$ cat config.mk
export PLATFORM = sky130hd
export DESIGN_NAME = sorted_priority_queue
export DESIGN_NICKNAME = d
export VERILOG_FILES = /design/src/rtl/spq_pkg.sv /design/src/rtl/sorted_priority_queue.sv /design/src/rtl/spq_cell.sv
export SDC_FILE = /design/constraint.sdc
export NUM_CORES = 2
export LEC_CHECK = 0
export BUFFER_PORTS_ARGS = -buffer_cell sky130_fd_sc_hd__buf_2
export CORE_AREA = 8 8 269 297
export CTS_CLUSTER_DIAMETER = 80
export DETAILED_ROUTE_END_ITERATION = 16
export DIE_AREA = 0 0 277 305
export GPL_TIMING_DRIVEN = 1
export PLACE_DENSITY = 0.75
export REMOVE_ABC_BUFFERS = 1
export SLEW_MARGIN = 10
export SYNTH_ARGS = -nofsm -noshare
export SYNTH_HDL_FRONTEND = slang
export SYNTH_HIERARCHICAL = 1
export SYNTH_SLANG_ARGS = --single-unit
$ cat constraint.sdc
create_clock -name clk -period 4.9 [get_ports clk]
set_clock_uncertainty 0.15 [all_clocks]
set_input_delay 0.735 -clock clk [delete_from_list [all_inputs] [get_ports clk]]
set_output_delay 0.735 -clock clk [all_outputs]
set_load 0.02 [all_outputs]
$ cat src/rtl/spq_pkg.sv
// ----------------------------------------------------------------------------
// spq_pkg
// shared types, constants and the key compare for the sorted priority queue
// ----------------------------------------------------------------------------
package spq_pkg;

    localparam int SPQ_CAPACITY = 16;
    localparam int KEY_W        = 32;
    localparam int COUNT_W      = 5;

    typedef enum logic [1:0] {
        MODE_INSERT = 2'd0,
        MODE_REMOVE = 2'd1,
        MODE_FIND   = 2'd2,
        MODE_PEEK   = 2'd3
    } mode_t;

    typedef enum logic [1:0] {
        ST_IDLE,
        ST_CMP,
        ST_UPD
    } state_t;

    typedef struct packed {
        logic cmp;
        logic ins;
        logic rem;
    } spq_ctrl_t;

    function automatic logic key_le(input logic signed [KEY_W-1:0] a,
                                    input logic signed [KEY_W-1:0] b);
        return a <= b;
    endfunction

endpackage

$ cat src/rtl/sorted_priority_queue.sv
// ----------------------------------------------------------------------------
// sorted_priority_queue
// bounded queue of signed keys kept in descending order in a chain of cells
// ----------------------------------------------------------------------------
// sequence: after start is taken the queue compares, then updates the chain,
// and done pulses from a register set in the update state; a new start is
// taken only while busy is low; busy is high in the compare and update states
// reset: the queue comes up empty, busy and done low
// results are not held: done marks a one-cycle result with no back-pressure
// ----------------------------------------------------------------------------
module sorted_priority_queue
    import spq_pkg::*;
#(
    parameter int CAPACITY = SPQ_CAPACITY
)
(
    input  logic                    clk,
    input  logic                    rst_n,
    input  logic                    start,
    input  logic [1:0]              mode,
    input  logic signed [KEY_W-1:0] value,
    output logic                    busy,
    output logic                    done,
    output logic                    success,
    output logic signed [KEY_W-1:0] head_value,
    output logic                    head_valid,
    output logic [COUNT_W-1:0]      count,
    output logic                    full_res
);

    localparam int CW = $clog2(CAPACITY + 1);

    state_t                  state_reg;
    state_t                  state_next;
    mode_t                   mode_reg;
    logic signed [KEY_W-1:0] key_reg;
    logic [CW-1:0]           count_reg;
    logic [CW-1:0]           count_next;
    logic                    success_reg;
    logic                    success_next;
    logic                    done_reg;
    spq_ctrl_t               ctrl;
    logic                    full;
    logic                    found;

    logic signed [KEY_W-1:0] cell_value [CAPACITY];
    logic [CAPACITY-1:0]     cell_valid;
    logic [CAPACITY-1:0]     cell_ge;
    logic [CAPACITY-1:0]     cell_eq;

    assign full  = (count_reg == CW'(CAPACITY));
    assign found = |cell_eq;

    always_ff @(posedge clk or negedge rst_n)
    begin
        if (!rst_n)
        begin
            state_reg   <= ST_IDLE;
            count_reg   <= '0;
            done_reg    <= 1'b0;
            success_reg <= 1'b0;
        end
        else
        begin
            state_reg   <= state_next;
            count_reg   <= count_next;
            done_reg    <= (state_reg == ST_UPD);
            success_reg <= success_next;
        end
    end

    always_ff @(posedge clk)
    begin
        if (start && !busy)
        begin
            mode_reg <= mode_t'(mode);
            key_reg  <= value;
        end
    end

    always_comb
    begin
        state_next   = state_reg;
        count_next   = count_reg;
        success_next = success_reg;
        ctrl         = '0;
        busy         = 1'b0;
        unique case (state_reg)
            ST_IDLE:
            begin
                if (start)
                begin
                    state_next = ST_CMP;
                end
            end
            ST_CMP:
            begin
                busy       = 1'b1;
                ctrl.cmp   = 1'b1;
                state_next = ST_UPD;
            end
            ST_UPD:
            begin
                busy       = 1'b1;
                state_next = ST_IDLE;
                unique case (mode_reg)
                    MODE_INSERT:
                    begin
                        ctrl.ins     = !full;
                        success_next = !full;
                        if (!full)
                        begin
                            count_next = count_reg + 1'b1;
                        end
                    end
                    MODE_REMOVE:
                    begin
                        ctrl.rem     = found;
                        success_next = found;
                        if (found)
                        begin
                            count_next = count_reg - 1'b1;
                        end
                    end
                    MODE_FIND:
                    begin
                        success_next = found;
                    end
                    MODE_PEEK:
                    begin
                        success_next = (count_reg != '0);
                    end
                    default:
                    begin
                        success_next = 1'b0;
                    end
                endcase
            end
            default:
            begin
                state_next = ST_IDLE;
            end
        endcase
    end

    for (genvar i = 0; i < CAPACITY; i++)
    begin : g_cell
        logic signed [KEY_W-1:0] prev_value;
        logic                    prev_valid;
        logic                    prev_ge;
        logic signed [KEY_W-1:0] next_value;
        logic                    next_valid;

        if (i == 0)
        begin : g_head
            assign prev_value = '0;
            assign prev_valid = 1'b0;
            assign prev_ge    = 1'b0;
        end
        else
        begin : g_body
            assign prev_value = cell_value[i-1];
            assign prev_valid = cell_valid[i-1];
            assign prev_ge    = cell_ge[i-1];
        end

        if (i == CAPACITY - 1)
        begin : g_tail
            assign next_value = '0;
            assign next_valid = 1'b0;
        end
        else
        begin : g_link
            assign next_value = cell_value[i+1];
            assign next_valid = cell_valid[i+1];
        end

        spq_cell u_cell (
            .clk        (clk),
            .rst_n      (rst_n),
            .ctrl       (ctrl),
            .key        (key_reg),
            .prev_value (prev_value),
            .prev_valid (prev_valid),
            .prev_ge    (prev_ge),
            .next_value (next_value),
            .next_valid (next_valid),
            .value      (cell_value[i]),
            .valid      (cell_valid[i]),
            .ge         (cell_ge[i]),
            .eq         (cell_eq[i])
        );
    end

    assign done       = done_reg;
    assign success    = success_reg;
    assign head_valid = cell_valid[0];
    assign head_value = cell_valid[0] ? cell_value[0] : '0;
    assign count      = COUNT_W'(count_reg);
    assign full_res   = full;

endmodule

$ cat src/rtl/spq_cell.sv
// ----------------------------------------------------------------------------
// spq_cell
// one slot of the sorted chain: holds an entry, compares it with the key and
// takes a neighbor's entry when the chain shifts
// ----------------------------------------------------------------------------
module spq_cell
    import spq_pkg::*;
(
    input  logic                    clk,
    input  logic                    rst_n,
    input  spq_ctrl_t               ctrl,
    input  logic signed [KEY_W-1:0] key,
    input  logic signed [KEY_W-1:0] prev_value,
    input  logic                    prev_valid,
    input  logic                    prev_ge,
    input  logic signed [KEY_W-1:0] next_value,
    input  logic                    next_valid,
    output logic signed [KEY_W-1:0] value,
    output logic                    valid,
    output logic                    ge,
    output logic                    eq
);

    logic signed [KEY_W-1:0] value_reg;
    logic signed [KEY_W-1:0] value_next;
    logic                    valid_reg;
    logic                    valid_next;
    logic                    ge_reg;
    logic                    eq_reg;

    // slot is at or past the insert point: empty, or entry not above the key
    always_ff @(posedge clk)
    begin
        if (ctrl.cmp)
        begin
            ge_reg <= !valid_reg || key_le(value_reg, key);
            eq_reg <= valid_reg && (value_reg == key);
        end
    end

    always_comb
    begin
        value_next = value_reg;
        valid_next = valid_reg;
        if (ctrl.ins)
        begin
            if (prev_ge)
            begin
                value_next = prev_value;
                valid_next = prev_valid;
            end
            else if (ge_reg)
            begin
                value_next = key;
                valid_next = 1'b1;
            end
        end
        else if (ctrl.rem && ge_reg)
        begin
            value_next = next_value;
            valid_next = next_valid;
        end
    end

    always_ff @(posedge clk)
    begin
        value_reg <= value_next;
    end

    always_ff @(posedge clk or negedge rst_n)
    begin
        if (!rst_n)
        begin
            valid_reg <= 1'b0;
        end
        else
        begin
            valid_reg <= valid_next;
        end
    end

    assign value = value_reg;
    assign valid = valid_reg;
    assign ge    = ge_reg;
    assign eq    = eq_reg;

endmodule

==> results.yml <==
synthesis:
  synth_top_cell_area_share_pct: 40.5
  synth_cell_types: 42
  yosys_warnings: 6
  syn_inst: 4384
  syn_avg_cell_area_um2: 9.79
  synth_seq_area_share_pct: 41.9
  synth_area_mm2: 0.0429
  synth_top_area_cell: "edfxtp_1"
  yosys-top-cells-area: "edfxtp_1 (40%), ha_1 (15%), mux2i_1 (12%), a21oi_1 (8.2%), nor2_1 (5.2%)"
  synth_seq_cells: 603
clock_tree:
  cts_resized: 0
  clkSinkCount: 603
  root_buffer: "clkbuf_16"
  clock_latency_ps: 610
  cts_tree: "done"
  post_cts_buffers: 0
  htreeDepth: 3
  clk_pin_slew_ps: 60
  hold_buffers: 0
  cts_max_path_buffers: 3
  cts_buffers: 71
placement:
  pre_cts_slack_ps: 1110
  dp.cells: 5397
  place.gp.congestion: 0.837
  portBuffers: 78
  dpl_cell_area_mm2: 0.0447
  place_hpwl_mm: 74.7
detailed_routing:
  drt-total-wl_mm: 100
  drtPass1Iterations: 5
  via_per_inst: 5.73
  first_iter_violations: 2079
  post_drt_wl_per_cell_um: 18.2
  postRouteAntennaNets: 0
  via_count: 31645
  drc: 0
critical_path:
  crit_path_top_delay_cell: "edfxtp_1"
  worstPathCellList: "buf_4, inv_1, ha_1, nand4_1, nor4_1, a21boi_1, o31ai_1, nand2_1, mux2_4"
  critPathCaptureType: "register"
  cp.arrival_ps: 3940
  crit_fanout: 27
  startpoint_type: "register"
  ff2ff_path_depth: 9
  worst_ep_required_time_ps: 5120
  path_buf_inv: 2
  r2r_start: "key_reg[11]$_DFFE_PP_"
  ff2ff_setup_slack_ps: 1180
  reg2reg_to: "g_cell[4].u_cell/ge$_DFFE_PP_"
  cp_top_family: "flip-flops"
  slowest_delay_ps: 1040
  criticalPathCategory: "reg2reg"
status:
  status: "completed"
cells_and_area:
  largest_reg_flops: 512
  drive_gt1_share_pct: 7.12
  fin_cells: 5524
  final_common_cell: "a21oi_1"
  area_delta_synth_final_pct: 9.59
  stdcell_area_mm2: 0.0470
  nets: 5058
  mostFrequentLayoutCells: "a21oi_1 (706), edfxtp_1 (578), nor2_1 (576), inv_1 (551), ha_1 (520)"
floorplanning:
  rows: 106
  design.core.area_mm2: 0.0751
  start_util_pct: 57.2
  die_h_um: 305
  ios: 79
  die_x_um: 277
  die_area_mm2: 0.0845
power_and_ir_drop:
  powerDensity_mw_per_mm2: 463
  p_leak_uw: 0.0231
  peakVddDrop_mv: 0.225
  finalPower_uw: 21800
timing:
  finalWorstPathRequiredPeriod_ps: 3720
  relSlewSlack_pct: 22.2
  setup_slack_ps: 1180
  setup-violations-final: 0
  setup-tns-final_ps: 0
  finalCritPeriodShare_pct: 76.0
  final-max-slew-violation-count: 0
  finalHoldViolCount: 0
  max_freq_mhz: 269
  worst_pin_slew_ps: 1170
  rsz0062_at_grt: "false"
global_route:
  gr-usage-all-layers_pct: 23.0
  grt_pass1_wl_mm: 162
  antenna_found_initial: 0
  overflow: 0
  grt_pass1_vias: 31465
  grt_max_degree: 218
hold_path:
  hp-class: "in2async"
run:
  drv_cap: 0
[cell type report]
type	count	area [um2]
fillers	6158	28000
multi-input cells	3114	22400
flip-flops and latches	603	18000
inverters	551	2070
clock buffers	97	1990
well taps	972	1220
repair buffers	159	1100
clock inverters	27	244
diodes	1	2.50
[how the worst max path moves through the flow]
stage                                      from                                   to  slack [ps]  cells past startpoint
after global placement    key_reg[14]$_DFFE_PP_        g_cell[4].u_cell/ge$_DFFE_PP_        1170                      8
final                     key_reg[11]$_DFFE_PP_        g_cell[4].u_cell/ge$_DFFE_PP_        1180                      9
after detailed placement  key_reg[14]$_DFFE_PP_        g_cell[3].u_cell/ge$_DFFE_PP_        1110                      8
after CTS                 key_reg[14]$_DFFE_PP_        g_cell[3].u_cell/ge$_DFFE_PP_        1120                      8
after floorplan            count[1]$_DFFE_PN0P_   g_cell[0].u_cell/valid$_DFFE_PN0P_      -31690                      7
after global routing      mode_reg[1]$_DFFE_PP_  g_cell[14].u_cell/valid$_DFFE_PN0P_        1020                      8
[synthesized netlist by cell type (all sizes together)]
cell type,n
a2111oi,16
a211oi,2
a21boi,16
a21o,48
a21oi,722
a221o,32
a221oi,1
and2,33
and3,1
and4,16
buf,49
clkbuf,133
conb,1
dfrtp,25
edfxtp,578
ha,521
inv,551
mux2,17
mux2i,513
nand2,122
nand2b,2
nand3,98
nand3b,16
nand4,97
nor2,593
nor2b,33
nor3,1
nor4,37
o211a,1
o211ai,16
o21a,1
o21ai,52
o221ai,16
o22ai,2
o31ai,16
xnor2,4
xor2,2
[logic make-up after synthesis]
family,share of synthesized area (%)
buffers and inverters,6.57
and+or+nand+nor,11.0
xor gates and xnor gates,0.122
DFF,41.9
AOI/OAI and AO/OA,12.6
muxes,12.6
other,0.00874
adders and majority gates,15.2
[stage by stage]
stage / utilization [%] / hold WS (ps)
2_1_floorplan: - / 289
3_3_place_gp: 59.6 / 383
3_5_place_dp: 59.6 / 389
4_1_cts: 62.6 / 103
5_1_grt: 62.6 / 140
6_report: 62.6 / 110
[report_power, final]
part,switching [uW],internal [uW]
logic,4780,3300
clock network,2120,3080
registers,1320,7160
total,8220,13500
[metal layers]
metal	share of wire [%]	global-route usage (%)
met5	0	0
met4	2.9	7.63
met3	3.6	2.58
met2	50	40.7
met1	44	29.0
Note: power is estimated with default switching activity, not from simulation.
